--- config.mk ---
export PLATFORM = sky130hd
export DESIGN_NAME = binary_fraction_period_finder_top
export DESIGN_NICKNAME = d
export VERILOG_FILES = /design/src/hdl/bfp_pkg.sv /design/src/hdl/bfp_pair_store.sv /design/src/hdl/binary_fraction_period_finder_top.sv
export SDC_FILE = /design/constraint.sdc
export NUM_CORES = 1
export LEC_CHECK = 0
export ABC_AREA = 1
export ABC_CLOCK_PERIOD_IN_PS = 3200
export BUFFER_PORTS_ARGS = -buffer_cell sky130_fd_sc_hd__buf_2
export CAP_MARGIN = 15
export CORE_MARGIN = 8
export CORE_UTILIZATION = 35
export CTS_CLUSTER_DIAMETER = 100
export CTS_CLUSTER_SIZE = 16
export DETAILED_ROUTE_END_ITERATION = 7
export HOLD_SLACK_MARGIN = 0.08
export PLACE_DENSITY_LB_ADDON = 0.15
export SETUP_SLACK_MARGIN = 0.5
export SLEW_MARGIN = 20
export SYNTH_ARGS = -nofsm -noshare
export SYNTH_HDL_FRONTEND = slang
export SYNTH_SLANG_ARGS = --single-unit
export TNS_END_PERCENT = 50
--- constraint.sdc ---
create_clock -name clk -period 3.2 [get_ports clk]
set_input_delay 0.32 -clock clk [delete_from_list [all_inputs] [get_ports clk]]
set_output_delay 0.32 -clock clk [all_outputs]
set_load 0.05 [all_outputs]
--- src/hdl/bfp_pkg.sv ---
// shared types and constants for the binary fraction period finder
// no dependencies

package bfp_pkg;

	// one recorded division step: digit in bit 6, remainder in bits 5..0
	typedef logic [6:0] pair_t;

	typedef logic [1:0] status_t;

	localparam status_t STATUS_OK       = 2'd0;
	localparam status_t STATUS_ZERO_DEN = 2'd1;
	localparam status_t STATUS_NUM_GE   = 2'd2;

	typedef enum logic [5:0] {
		S_IDLE    = 6'b000001,
		S_DIV     = 6'b000010,
		S_SEARCH  = 6'b000100,
		S_WRITE   = 6'b001000,
		S_EMIT_RD = 6'b010000,
		S_EMIT    = 6'b100000
	} state_t;

	// one step of binary long division
	function automatic pair_t div_step(input logic [5:0] rem, input logic [5:0] den);
		logic [6:0] twice;
		logic [6:0] diff;
		logic       dig;
		twice = {rem, 1'b0};
		dig   = (twice >= {1'b0, den});
		diff  = twice - (dig ? {1'b0, den} : 7'd0);
		return {dig, diff[5:0]};
	endfunction

endpackage

--- src/hdl/bfp_pair_store.sv ---
// pair table: one write port, one registered read port
// depends on bfp_pkg

module bfp_pair_store #(
	parameter int DEPTH = 64,
	parameter int AW    = 6
) (
	input  logic             clk,
	input  logic             we,
	input  logic [AW-1:0]    waddr,
	input  bfp_pkg::pair_t   wdata,
	input  logic [AW-1:0]    raddr,
	output bfp_pkg::pair_t   rdata
);

	bfp_pkg::pair_t mem [DEPTH];
	bfp_pkg::pair_t rdata_q;

	always_ff @(posedge clk) begin
		if (we) begin
			mem[waddr] <= wdata;
		end
		rdata_q <= mem[raddr];
	end

	assign rdata = rdata_q;

endmodule

--- src/hdl/binary_fraction_period_finder_top.sv ---
// top level of the binary fraction period finder: sequencer, division step and emission
// depends on bfp_pkg and bfp_pair_store

// Raise start with numerator and denominator while busy is low; the item is taken at that
// edge. Results come out one per strobe (valid high for one cycle) and cannot be held off.
// A bad item (zero denominator, or numerator not below denominator) gives one error result
// in the next cycle. Otherwise the block runs long division one digit at a time; each new
// (digit, remainder) pair is looked up in the pair table through its single read port, one
// entry a cycle, and is recorded only if it is not found. Once a pair repeats or the table
// is full, the digits are emitted in order, each read from the pair table before its strobe.

module binary_fraction_period_finder_top #(
	parameter int TABLE_DEPTH = 64
) (
	input  logic       clk,
	input  logic       arst_n,
	input  logic       start,
	output logic       busy,
	input  logic [5:0] numerator,
	input  logic [5:0] denominator,
	output logic       valid,
	output logic       digit,
	output logic       period_start,
	output logic       last_digit,
	output logic [1:0] status
);

	localparam int AW     = $clog2(TABLE_DEPTH);
	localparam int CW     = $clog2(TABLE_DEPTH + 1);
	localparam int NW     = (CW > 7) ? CW : 7;
	localparam int MaxOut = 64;

	bfp_pkg::state_t  state_q;
	logic [5:0]       den_q;
	logic [5:0]       rem_q;
	bfp_pkg::pair_t   pair_q;
	logic [CW-1:0]    count_q;
	logic [CW-1:0]    k_q;
	logic             rd_vld_q;
	logic [AW-1:0]    rd_idx_q;
	logic             found_q;
	logic [AW-1:0]    pos_q;
	logic [NW-1:0]    e_q;
	logic             valid_q;
	logic             digit_q;
	logic             ps_q;
	logic             last_q;
	bfp_pkg::status_t status_q;

	logic             mem_we;
	logic [AW-1:0]    mem_raddr;
	bfp_pkg::pair_t   mem_rdata;
	logic             hit;
	logic [NW-1:0]    cnt_w;
	logic [NW-1:0]    n_c;
	logic [NW-1:0]    e_nxt;
	logic             e_last;

	assign mem_we    = (state_q == bfp_pkg::S_WRITE);
	assign mem_raddr = (state_q == bfp_pkg::S_SEARCH) ? k_q[AW-1:0] : e_q[AW-1:0];
	assign hit       = rd_vld_q && (mem_rdata == pair_q);
	assign cnt_w     = NW'(count_q);
	assign n_c       = (cnt_w > NW'(MaxOut)) ? NW'(MaxOut) : cnt_w;
	assign e_nxt     = e_q + NW'(1);
	assign e_last    = (e_nxt == n_c);

	bfp_pair_store #(
		.DEPTH(TABLE_DEPTH),
		.AW   (AW)
	) u_store (
		.clk  (clk),
		.we   (mem_we),
		.waddr(count_q[AW-1:0]),
		.wdata(pair_q),
		.raddr(mem_raddr),
		.rdata(mem_rdata)
	);

	always_ff @(posedge clk or negedge arst_n) begin
		if (!arst_n) begin
			state_q  <= bfp_pkg::S_IDLE;
			count_q  <= '0;
			k_q      <= '0;
			rd_vld_q <= 1'b0;
			found_q  <= 1'b0;
			e_q      <= '0;
			valid_q  <= 1'b0;
		end else begin
			valid_q <= 1'b0;
			case (state_q)
				bfp_pkg::S_IDLE: begin
					if (start) begin
						if (denominator == 6'd0) begin
							valid_q <= 1'b1;
						end else if (numerator >= denominator) begin
							valid_q <= 1'b1;
						end else begin
							count_q <= '0;
							found_q <= 1'b0;
							state_q <= bfp_pkg::S_DIV;
						end
					end
				end
				bfp_pkg::S_DIV: begin
					k_q      <= '0;
					rd_vld_q <= 1'b0;
					state_q  <= bfp_pkg::S_SEARCH;
				end
				bfp_pkg::S_SEARCH: begin
					if (k_q < count_q) begin
						rd_vld_q <= 1'b1;
						k_q      <= k_q + CW'(1);
					end else begin
						rd_vld_q <= 1'b0;
					end
					if (hit) begin
						found_q  <= 1'b1;
						rd_vld_q <= 1'b0;
						e_q      <= '0;
						state_q  <= bfp_pkg::S_EMIT_RD;
					end else if (k_q == count_q && !rd_vld_q) begin
						state_q <= bfp_pkg::S_WRITE;
					end
				end
				bfp_pkg::S_WRITE: begin
					count_q <= count_q + CW'(1);
					if (count_q == CW'(TABLE_DEPTH - 1)) begin
						e_q     <= '0;
						state_q <= bfp_pkg::S_EMIT_RD;
					end else begin
						state_q <= bfp_pkg::S_DIV;
					end
				end
				bfp_pkg::S_EMIT_RD: begin
					state_q <= bfp_pkg::S_EMIT;
				end
				bfp_pkg::S_EMIT: begin
					valid_q <= 1'b1;
					e_q     <= e_nxt;
					state_q <= e_last ? bfp_pkg::S_IDLE : bfp_pkg::S_EMIT_RD;
				end
				default: begin
					state_q <= bfp_pkg::S_IDLE;
				end
			endcase
		end
	end

	// datapath and result registers
	always_ff @(posedge clk) begin
		case (state_q)
			bfp_pkg::S_IDLE: begin
				den_q    <= denominator;
				rem_q    <= numerator;
				digit_q  <= 1'b0;
				ps_q     <= 1'b0;
				last_q   <= 1'b1;
				status_q <= (denominator == 6'd0) ? bfp_pkg::STATUS_ZERO_DEN
				                                  : bfp_pkg::STATUS_NUM_GE;
			end
			bfp_pkg::S_DIV: begin
				pair_q <= bfp_pkg::div_step(rem_q, den_q);
			end
			bfp_pkg::S_SEARCH: begin
				rd_idx_q <= k_q[AW-1:0];
				if (hit) begin
					pos_q <= rd_idx_q;
				end
			end
			bfp_pkg::S_WRITE: begin
				rem_q <= pair_q[5:0];
			end
			bfp_pkg::S_EMIT: begin
				digit_q  <= mem_rdata[6];
				ps_q     <= found_q && (e_q == NW'(pos_q));
				last_q   <= e_last;
				status_q <= bfp_pkg::STATUS_OK;
			end
			default: begin
			end
		endcase
	end

	assign busy         = (state_q != bfp_pkg::S_IDLE);
	assign valid        = valid_q;
	assign digit        = digit_q;
	assign period_start = ps_q;
	assign last_digit   = last_q;
	assign status       = status_q;

`ifndef NO_ASSERTIONS
	a_err_is_last: assert property (@(posedge clk) disable iff (!arst_n)
		valid && status != bfp_pkg::STATUS_OK |-> last_digit)
		else $error("error result not marked last");

	a_zero_den: assert property (@(posedge clk) disable iff (!arst_n)
		start && !busy && denominator == 6'd0 |=>
		valid && status == bfp_pkg::STATUS_ZERO_DEN)
		else $error("zero denominator not answered");

	a_count_bound: assert property (@(posedge clk) disable iff (!arst_n)
		count_q <= CW'(TABLE_DEPTH))
		else $error("pair count beyond table depth");

	a_emit_ok: assert property (@(posedge clk) disable iff (!arst_n)
		state_q == bfp_pkg::S_EMIT |=> valid && status == bfp_pkg::STATUS_OK && !busy == last_digit)
		else $error("emitted digit out of step with sequencer");
`endif

endmodule
==> results of run 1 <==
## state kept, by name, summed over array words and instances (netlist names)
| register | cells |
|---|---|
| valid | 1 |
| last_digit | 1 |
| period_start | 1 |
| u_store.mem | 448 |
| rem_q | 6 |
| pair_q | 7 |
| status | 2 |
| u_store.rdata | 7 |
| pos_q | 6 |
| digit | 1 |
| rd_idx_q | 6 |
| state_q | 6 |
| e_q | 7 |
| rd_vld_q | 1 |
| cnt_w | 7 |
| k_q | 7 |
| found_q | 1 |
| den_q | 6 |
## per-layer routing
metal | up-vias | global-route usage
met5 | - | 0
met3 | 88 | 0.0261
met2 | 349 | 0.299
met4 | 0 | 0.0468
li1 | 7696 | -
met1 | 7974 | 0.236
## area by class of cell
cell class                      instances  area, um^2
Tap cell                              873        1090
Clock inverter                          3        18.8
Sequential cell                       521       15400
Timing Repair Buffer                   98         926
Multi-Input combinational cell       1299        6140
Inverter                              411        1540
Fill cell                            6596       40600
Clock buffer                           65        1070
## repair_timing
item | in CTS | in global routing
pin swaps | 2 | 3
hold endpoints to repair | 43 | 0
cloned | 3 | 3
setup endpoints to repair | 7 | 24
gates resized for setup | 5 | 12
setup buffers | 6 | 1
hold buffers | 14 | 0
## stage by stage
step / power, W / cell area (um^2) / hold slack [ns] / utilization / instances
after floorplan: 0.00977 / 23500 / 0.0244 / - / 2326
after CTS: 0.0155 / 26100 / 0.353 / 0.391 / 3266
after global routing: 0.0159 / 26200 / 0.385 / 0.393 / 3270
final: 0.0153 / 26200 / 0.340 / 0.393 / 3270
after detailed placement: 0.0108 / 24700 / 0.405 / 0.370 / 3175
after global placement: 0.0108 / 24700 / 0.402 / 0.370 / 3175
## cell families (layout without fill, tap and decap cells)
group | count (synthesis) | count (layout) | share of synthesized area
simple gates | 1186 | 1189 | 0.218
flops | 521 | 521 | 0.658
buf+inv | 510 | 577 | 0.0859
compound gates | 58 | 59 | 0.0143
fa+ha+maj | 27 | 27 | 0.0147
xor+xnor | 24 | 24 | 0.00896
## power by group through the flow
stage          Sequential (W)  Clock, W  Combinational [W]
6_report              0.00827   0.00468            0.00238
5_1_grt               0.00830   0.00500            0.00262
4_1_cts               0.00828   0.00481            0.00240
3_5_place_dp          0.00843         0            0.00235
3_3_place_gp          0.00843         0            0.00234
2_1_floorplan         0.00869         0            0.00108
## critical path: cells and delay by family (launching register included)
kind                   cells  cell delay, ns
AO/OA/AOI/OAI              1            0.11
buffers and inverters      3            0.66
flip-flops                 1            0.40
AND/OR/NAND/NOR            8            1.34
## final timing paths
kind / start / endpoint / slack, ns
min in group clk: rd_idx_q[0]$_DFFE_PP_ / pos_q[0]$_DFFE_PP_ / 0.42
setup reg to reg: state_q[3]$_DFFE_PN0P_ / u_store.rdata[0]$_DFF_P_ / 0.58
hold / removal: arst_n / k_q[3]$_DFFE_PN0P_ / 0.34
setup / recovery: state_q[3]$_DFFE_PN0P_ / u_store.rdata[0]$_DFF_P_ / 0.58
hold reg to reg: rd_idx_q[0]$_DFFE_PP_ / pos_q[0]$_DFFE_PP_ / 0.42
max in group asynchronous: arst_n / valid$_DFF_PN0_ / 2.38
## cells in the final DEF, fill, tap and decap left out, drive strengths merged, types with 7 or more instances in the layout
cell,instances
nand2,628
nor2,96
dfxtp,7
a21oi,16
dlygate4sd3,14
dfrtp,29
buf,82
nand4,13
nand3b,9
nand3,429
clkbuf,66
edfxtp,484
clkinv,7
ha,26
nor3,8
o21ai,30
xor2,14
xnor2,10
inv,407
==> impl_metrics.json, run 1 <==
{
  "antenna_found_initial": 1,
  "ys.flop_type": "edfxtp_1",
  "gp_congestion": 0.822,
  "viasPerCell": 4.93,
  "synth_cell_types": 44,
  "synth-seq-cells": 521,
  "relSlewSlack": 0.327,
  "swShare": 0.282,
  "tightest_slew_ns": 1.01,
  "numCtsBuffers": 38,
  "grt_start_max_net_pins": 67,
  "crit_arrival_ns": 3.10,
  "synthToLayoutAreaGrowth_pct": 11.8,
  "insertion_delay_ns": 0.58,
  "hpwlAfterDp_mm": 40.4,
  "rsz0062_at_grt": "yes",
  "clkPwrFrac": 0.305,
  "syn_area_per_cell_um2": 10.1,
  "synth-edff-count": 484,
  "worstHoldPathType": "in2async",
  "syn_area_um2": 23500,
  "gr-usage-all-layers": 0.177,
  "rows": 95,
  "rr_worst_depth": 12,
  "fin_ws_ns": 0.577,
  "worst_setup_path_start_kind": "register",
  "drc": 0,
  "diodes": 0,
  "place_ws_ns": 0.276,
  "grt_pass1_wl_mm": 101,
  "critPathMaxStageDelay_ns": 0.40,
  "fmax_mhz": 381,
  "clockBufferDepth": 3,
  "drt_iter0_markers": 1413,
  "intPower_w": 0.0110,
  "synth.top_cell.area_share": 0.620,
  "status": "finished clean",
  "start_util": 0.351,
  "drt-met1-wl_mm": 30.0,
  "tns_ns": 0,
  "clk_pin_slew_ns": 0.08,
  "first_pass_iters": 6,
  "power_frac_comb": 0.155,
  "async_flop_share": 0.0576,
  "final-hold-violation-count": 0,
  "yosys_warnings": 0,
  "p_sw_w": 0.00432,
  "cts_tree": "built",
  "synthCells": 2326,
  "crit_chain": "nor2_2 > nand3_4 > buf_6 > nand2_1 > o21ai_4 > clkinv_1 > buf_4 > nand3_1 > nand3_1 > nand3_1 > nand3_1 > nand2_1",
  "cpMaxStageDelayCell": "dfrtp_1",
  "sequentialPowerShare": 0.540,
  "drive_gt1_frac": 0.0626,
  "power_leakage_nw": 10.8,
  "crit_type": "reg2reg",
  "ant_nets": 0,
  "crit_fanout": 28,
  "end_kind": "register",
  "period_minus_slack_ns": 2.62,
  "io_pins": 22,
  "synth_top_area_cell": "edfxtp_1",
  "portBuffers": 21,
  "wl_met3_mm": 3.40,
  "ys_seq_area_frac": 0.658,
  "die_h_um": 275,
  "vias": 16100,
  "wl_mm": 67.7,
  "fp.coreArea_um2": 66800,
  "fin_nets": 2411,
  "clock-sinks": 521,
  "cp.required_ns": 3.67,
  "die_area_um2": 75600,
  "cts-root-buf": "clkbuf_16",
  "synth.cells.most_frequent": "nand2_1, edfxtp_1, nand3_1",
  "maxUsedRoutingLayer": "met4",
  "cts_max_level": 2,
  "met2_length_mm": 32.6,
  "synth_fp_nets": 2368,
  "finalCritPeriodShare": 0.820,
  "wire_per_inst_um": 20.7,
  "max-vdd-ir-drop_mv": 0.385,
  "cp_common_cell": "nand3_1",
  "max_cap_violations": 0,
  "maxSlewViolCount": 0,
  "final.setup_skew_ns": 0.0166,
  "synth.area.top_cells": "edfxtp_1, nand2_1, nand3_1",
  "yosysMostFrequentCell": "nand2_1",
  "grt_pass1_vias": 15900,
  "die_w_um": 275,
  "setup_viol": 0,
  "grt_remaining_overflow": 0,
  "pwr_density_cell_nw_per_um2": 585
}
Note: power is estimated with default switching activity, not from simulation.
==> run 2: changes to the inputs <==
--- a/config.mk
+++ b/config.mk
@@ -5,8 +5,8 @@
 export SDC_FILE = /design/constraint.sdc
 export NUM_CORES = 1
 export LEC_CHECK = 0
-export ABC_AREA = 1
-export ABC_CLOCK_PERIOD_IN_PS = 3200
+export ABC_AREA = 0
+export ABC_CLOCK_PERIOD_IN_PS = 2300
 export BUFFER_PORTS_ARGS = -buffer_cell sky130_fd_sc_hd__buf_2
 export CAP_MARGIN = 15
 export CORE_MARGIN = 8
==> constraint.sdc (replaced) <==
create_clock -name clk -period 2.3 [get_ports clk]
set_input_delay 0.23 -clock clk [delete_from_list [all_inputs] [get_ports clk]]
set_output_delay 0.23 -clock clk [all_outputs]
set_load 0.05 [all_outputs]
==> run 2 against run 1 <==
Compared with the run above:
- the flow now finishes with violations (setup timing)
- worst setup slack got worse by 1.1 ns
- hold slack got worse by 0.19 ns
- fmax down 7.1%
- register-to-register slack got worse by 1.1 ns
- sequential cell count did not move
- largest power group unchanged
==> impl_metrics.json, run 2 <==
{
  "status": "finished with violations",
  "gr-usage-all-layers": 0.176,
  "fin_ws_ns": -0.524,
  "insertion_delay_ns": 0.58,
  "cp.required_ns": 2.82,
  "final_util": 0.459,
  "drive_gt1_frac": 0.300,
  "cts_max_level": 2,
  "wire_per_inst_um": 22.3,
  "top_register": "u_store.mem",
  "gp_congestion": 0.841,
  "cts-root-buf": "clkbuf_16",
  "rsz0062_at_grt": "yes",
  "r2r-start": "state_q[1]$_DFFE_PN0P_",
  "crit_arrival_ns": 3.35,
  "end_kind": "register",
  "portBuffers": 21,
  "viasPerCell": 5.05,
  "worst_setup_path_start_kind": "register",
  "cp_num_buf_inv": 8,
  "layout_common_cells": "edfxtp_1, nand2_1, buf_4",
  "die_h_um": 265,
  "maxSlewViolCount": 0,
  "clock-sinks": 521,
  "vias": 14100,
  "cpMaxStageDelayCell": "dfrtp_1",
  "cts_tree": "built",
  "tightest_slew_ns": 0.944,
  "synth_fp_nets": 1700,
  "largest_reg_flops": 448,
  "setup_viol": 12,
  "hold_start": "denominator[1]",
  "max_cap_violations": 0,
  "diodes": 0,
  "synth.area.top_cells": "edfxtp_1, nand2_1, dfrtp_1",
  "yosys_warnings": 0,
  "synth.cells.most_frequent": "edfxtp_1, nand2_1, nor2_1",
  "finalCritPeriodShare": 1.23,
  "power_leakage_nw": 10.2,
  "ant_nets": 0,
  "fin_nets": 1982,
  "final-hold-violation-count": 0,
  "final.setup_skew_ns": 0.0138,
  "period_minus_slack_ns": 2.82,
  "synth_cell_types": 69,
  "ys_seq_area_frac": 0.709,
  "start_util": 0.353,
  "synthCells": 1658,
  "synth-seq-cells": 521,
  "fill_cells": 5446,
  "clk_pin_slew_ns": 0.08,
  "rows": 91,
  "final_common_cell": "edfxtp_1",
  "clockBufferDepth": 3,
  "relSlewSlack": 0.370,
  "crit_type": "reg2reg",
  "numCtsBuffers": 38,
  "startpoint": "state_q[1]$_DFFE_PN0P_",
  "grt_pass1_wl_mm": 93.6,
  "fp.coreArea_um2": 61600,
  "syn_area_um2": 21700,
  "drc": 0,
  "fmax_mhz": 354,
  "synth-edff-count": 484,
  "worstHoldPathType": "in2reg",
  "critPathMaxStageDelay_ns": 0.42,
  "async_flop_share": 0.0576,
  "drt_iter0_markers": 1177,
  "wl_mm": 62.4,
  "yosysMostFrequentCell": "edfxtp_1",
  "worst_hold_slack_ns": 0.145,
  "die_area_um2": 70400,
  "grt_pass1_vias": 14300,
  "synth.top_cell.area_share": 0.668,
  "first_pass_iters": 5,
  "violations": "setup timing",
  "die_w_um": 265,
  "crit_fanout": 6,
  "max-vdd-ir-drop_mv": 0.837,
  "synth_top_area_cell": "edfxtp_1",
  "hpwlAfterDp_mm": 38.9,
  "ys.flop_type": "edfxtp_1",
  "path_delay_family": "buffers and inverters",
  "syn_area_per_cell_um2": 13.1,
  "synthToLayoutAreaGrowth_pct": 29.9,
  "antenna_found_initial": 1,
  "pwr_density_cell_nw_per_um2": 739,
  "crit_chain": "nor4_4 > buf_6 > nand2_4 > buf_12 > inv_8 > buf_4 > a41oi_4 > buf_12 > buf_12 > a21oi_1 > nor4_2 > buf_4 > a221oi_4 > buf_4 > a31o_1",
  "io_pins": 22,
  "grt_start_max_net_pins": 66,
  "grt_remaining_overflow": 0
}
==> run 2: metal layers <==
metal,global-route usage,share of wire,wire length (um),up-vias
li1,-,-,-,6663
met1,0.244,0.46,28800,7130
met2,0.294,0.48,30000,273
met3,0.0243,0.042,2630,67
met4,0.0354,0.016,1020,0
met5,0,0,0,-
==> run 2: cell families (layout without fill, tap and decap cells) <==
logic type,Yosys count,in the layout,share of synthesized area
compound gates,250,250,0.0751
xor+xnor,33,33,0.0133
fa+ha+maj,27,27,0.0159
buf+inv,113,416,0.0254
flops,521,521,0.709
mux,60,60,0.0276
simple gates,654,654,0.133
==> run 2: stage by stage <==
| step | std cells | cell area (um^2) | power [W] | setup TNS, ns | setup WS [ns] |
|---|---|---|---|---|---|
| 2_1_floorplan | 1658 | 22300 | 0.0129 | -1.07 | -0.272 |
| 3_3_place_gp | 2652 | 25000 | 0.0141 | -6.30 | -0.947 |
| 3_5_place_dp | 2652 | 25000 | 0.0142 | -7.18 | -0.952 |
| 4_1_cts | 2784 | 27700 | 0.0209 | -4.25 | -0.516 |
| 5_1_grt | 2798 | 28200 | 0.0216 | -6.16 | -0.662 |
| 6_report | 2798 | 28200 | 0.0209 | -4.33 | -0.524 |
==> run 2: cell type report <==
class	count	area, um^2	share of cell area
Sequential cell	521	15400	0.546
Multi-Input combinational cell	1024	7120	0.252
Timing Repair Buffer	328	3450	0.122
Clock buffer	59	1070	0.0380
Tap cell	837	1050	0.0371
Inverter	27	115	0.00408
Clock inverter	2	13.8	0.000487
==> run 2: worst paths after layout <==
kind	endpoint	slack (ns)	cells past startpoint
min reg2reg	pos_q[1]$_DFFE_PP_	0.41	0
min	status[1]$_SDFFCE_PP0P_	0.15	4
min in group asynchronous	cnt_w[6]$_DFFE_PN0P_	0.27	2
max in group asynchronous	e_q[2]$_DFFE_PN0P_	1.49	2
max	u_store.rdata[2]$_DFF_P_	-0.52	15
max reg2reg	u_store.rdata[2]$_DFF_P_	-0.52	15
==> run 2: report_power, final <==
group	internal (W)	switching [W]	total (W)
Sequential	0.0110	0.000140	0.0112
Combinational	0.00127	0.00197	0.00324
Clock	0.00321	0.00322	0.00643
Total	0.0155	0.00533	0.0209
==> run 2: timing repair <==
item / CTS / global route
resized for setup: 185 / 98
hold buffers: 14 / 0
buffers inserted: 52 / 12
setup endpoints to repair: 524 / 519
endpoints found under the hold margin: 42 / 0
gates cloned: 5 / 2
pin swaps: 81 / 69
==> run 2: worst reg2reg max path: cells and delay by family, from the launching register on <==
family,cells,cell delay [ns]
flops,1,0.42
compound gates,4,0.73
buf+inv,8,1.20
simple gates,3,0.42
==> run 3: changes to the inputs <==
--- a/config.mk
+++ b/config.mk
@@ -11,11 +11,13 @@
 export CAP_MARGIN = 15
 export CORE_MARGIN = 8
 export CORE_UTILIZATION = 35
+export CTS_BUF_LIST = sky130_fd_sc_hd__clkbuf_16
 export CTS_CLUSTER_DIAMETER = 100
 export CTS_CLUSTER_SIZE = 16
 export DETAILED_ROUTE_END_ITERATION = 7
 export HOLD_SLACK_MARGIN = 0.08
 export PLACE_DENSITY_LB_ADDON = 0.15
+export REMOVE_ABC_BUFFERS = 1
 export SETUP_SLACK_MARGIN = 0.5
 export SLEW_MARGIN = 20
 export SYNTH_ARGS = -nofsm -noshare
==> run 3 against run 2 <==
Compared with the run above:
- the flow still finishes with violations (setup timing)
- via count up 3.3%
- clock power is 1% higher
- combinational power is 7.1% higher
- sequential cell count unchanged
- sequential power about the same
- first-iteration DRC count decreased by 1.1%
- final cell count rose by 1.4%
- critical path depth fell by 3
- global-route usage rose by 0.25 points
- critical path type unchanged
- largest power group unchanged
- highest routed layer unchanged
==> impl_metrics.json, run 3 (same netlist as run 2, synthesis figures left out) <==
{
  "layout_common_cells": "edfxtp_1, nand2_1, buf_4",
  "final_common_cell": "edfxtp_1",
  "final_util": 0.469,
  "critPathMaxStageDelay_ns": 0.41,
  "hpwlAfterDp_mm": 39.2,
  "largest_reg_flops": 448,
  "end_kind": "register",
  "wire_per_inst_um": 22.4,
  "drive_gt1_frac": 0.321,
  "clk_pin_slew_ns": 0.07,
  "ant_nets": 0,
  "max_cap_violations": 0,
  "diodes": 0,
  "gr-usage-all-layers": 0.178,
  "rows": 91,
  "crit_fanout": 13,
  "final-hold-violation-count": 0,
  "fill_cells": 5470,
  "fin_ws_ns": -0.557,
  "clockBufferDepth": 3,
  "tightest_slew_ns": 0.915,
  "path_delay_family": "simple AND/OR/NAND/NOR gates",
  "die_h_um": 265,
  "portBuffers": 21,
  "vias": 14600,
  "drc": 0,
  "crit_chain": "nor4_4 > buf_6 > a21bo_1 > and2_4 > buf_4 > buf_12 > mux2i_2 > o22ai_1 > nor4_2 > buf_4 > o21ai_1 > a31o_1",
  "worstHoldPathType": "in2reg",
  "top_register": "u_store.mem",
  "grt_pass1_vias": 14800,
  "antenna_found_initial": 2,
  "cts_max_level": 2,
  "fmax_mhz": 350,
  "max-vdd-ir-drop_mv": 0.638,
  "cts-root-buf": "clkbuf_16",
  "setup_viol": 12,
  "finalCritPeriodShare": 1.24,
  "final.setup_skew_ns": 0.0290,
  "io_pins": 22,
  "cp_num_buf_inv": 4,
  "viasPerCell": 5.15,
  "crit_type": "reg2reg",
  "cts_tree": "built",
  "cpMaxStageDelayCell": "dfrtp_1",
  "die_w_um": 265,
  "worst_setup_path_start_kind": "register",
  "status": "finished with violations",
  "first_pass_iters": 5,
  "cp.required_ns": 2.77,
  "die_area_um2": 70400,
  "rsz0062_at_grt": "yes",
  "maxSlewViolCount": 0,
  "fp.coreArea_um2": 61600,
  "drt_iter0_markers": 1164,
  "gp_congestion": 0.832,
  "synthToLayoutAreaGrowth_pct": 32.8,
  "numCtsBuffers": 39,
  "fin_nets": 2021,
  "clock-sinks": 521,
  "grt_pass1_wl_mm": 95.0,
  "worst_hold_slack_ns": 0.145,
  "start_util": 0.353,
  "violations": "setup timing",
  "pwr_density_cell_nw_per_um2": 733,
  "crit_arrival_ns": 3.33,
  "grt_remaining_overflow": 0,
  "insertion_delay_ns": 0.58,
  "relSlewSlack": 0.390,
  "grt_start_max_net_pins": 66,
  "wl_mm": 63.6,
  "power_leakage_nw": 10.6,
  "cp_common_cell": "buf_4",
  "period_minus_slack_ns": 2.86
}
==> run 3: layout make-up <==
class / instances / area [um^2] / share of cell area
clock inverter: 22 / 103 / 0.00355
tap: 837 / 1050 / 0.0363
sequential: 521 / 15400 / 0.534
timing repair buffer: 366 / 3940 / 0.136
multi-input combinational: 1024 / 7230 / 0.250
inverter: 27 / 109 / 0.00377
clock buffer: 41 / 1030 / 0.0355
==> run 3: routing by layer <==
| metal | GRT usage | wire length (um) | part of all wire | vias up |
|---|---|---|---|---|
| met5 | 0 | 0 | 0 | - |
| met4 | 0.0664 | 2280 | 0.036 | 0 |
| met3 | 0.0268 | 2850 | 0.045 | 118 |
| met2 | 0.290 | 30200 | 0.47 | 339 |
| met1 | 0.240 | 28300 | 0.45 | 7393 |
| li1 | - | - | - | 6753 |
==> run 3: path summary, 6_finish.rpt <==
| kind | startpoint | to | slack [ns] | depth (start not counted) |
|---|---|---|---|---|
| setup / recovery | state_q[1]$_DFFE_PN0P_ | u_store.rdata[0]$_DFF_P_ | -0.56 | 12 |
| hold / removal | denominator[2] | status[1]$_SDFFCE_PP0P_ | 0.14 | 4 |
| setup reg to reg | state_q[1]$_DFFE_PN0P_ | u_store.rdata[0]$_DFF_P_ | -0.56 | 12 |
| hold reg to reg | rd_idx_q[3]$_DFFE_PP_ | pos_q[3]$_DFFE_PP_ | 0.40 | 0 |
| max in group asynchronous | arst_n | k_q[0]$_DFFE_PN0P_ | 1.47 | 2 |
| min in group asynchronous | arst_n | valid$_DFF_PN0_ | 0.26 | 2 |
==> run 3: per-stage QoR <==
step / cell area (um^2) / power [W] / setup TNS (ns) / instances / worst slack [ns]
after floorplan: 21300 / 0.0127 / -38.74 / 1572 / -4.51
after global placement: 24700 / 0.0141 / -8.16 / 2688 / -1.18
after detailed placement: 24700 / 0.0141 / -8.85 / 2688 / -1.18
after CTS: 28300 / 0.0211 / -4.28 / 2820 / -0.497
after global routing: 28900 / 0.0220 / -6.23 / 2838 / -0.653
final: 28900 / 0.0212 / -4.65 / 2838 / -0.557
==> run 3: worst register-to-register path, cell delays in order (launching register included) <==
cell     delay [ns]
dfrtp_1        0.41
nor4_4         0.28
buf_6          0.17
a21bo_1        0.13
and2_4         0.21
buf_4          0.16
buf_12         0.17
mux2i_2        0.29
o22ai_1        0.13
nor4_2         0.33
buf_4          0.19
o21ai_1        0.06
a31o_1         0.21
==> run 3: power breakdown <==
part | switching, W | leakage [nW] | internal, W
sequential | 0.000158 | 4.83 | 0.0110
clock | 0.00328 | 0.625 | 0.00322
combinational | 0.00205 | 5.12 | 0.00142
==> run 3: repair_timing <==
item / in CTS / in global routing
gates cloned: 10 / 0
hold buffers: 14 / 0
endpoints found under the setup margin: 516 / 523
gates resized for setup: 378 / 124
pin swaps: 122 / 94
hold endpoints to repair: 42 / 0
buffers inserted: 45 / 18
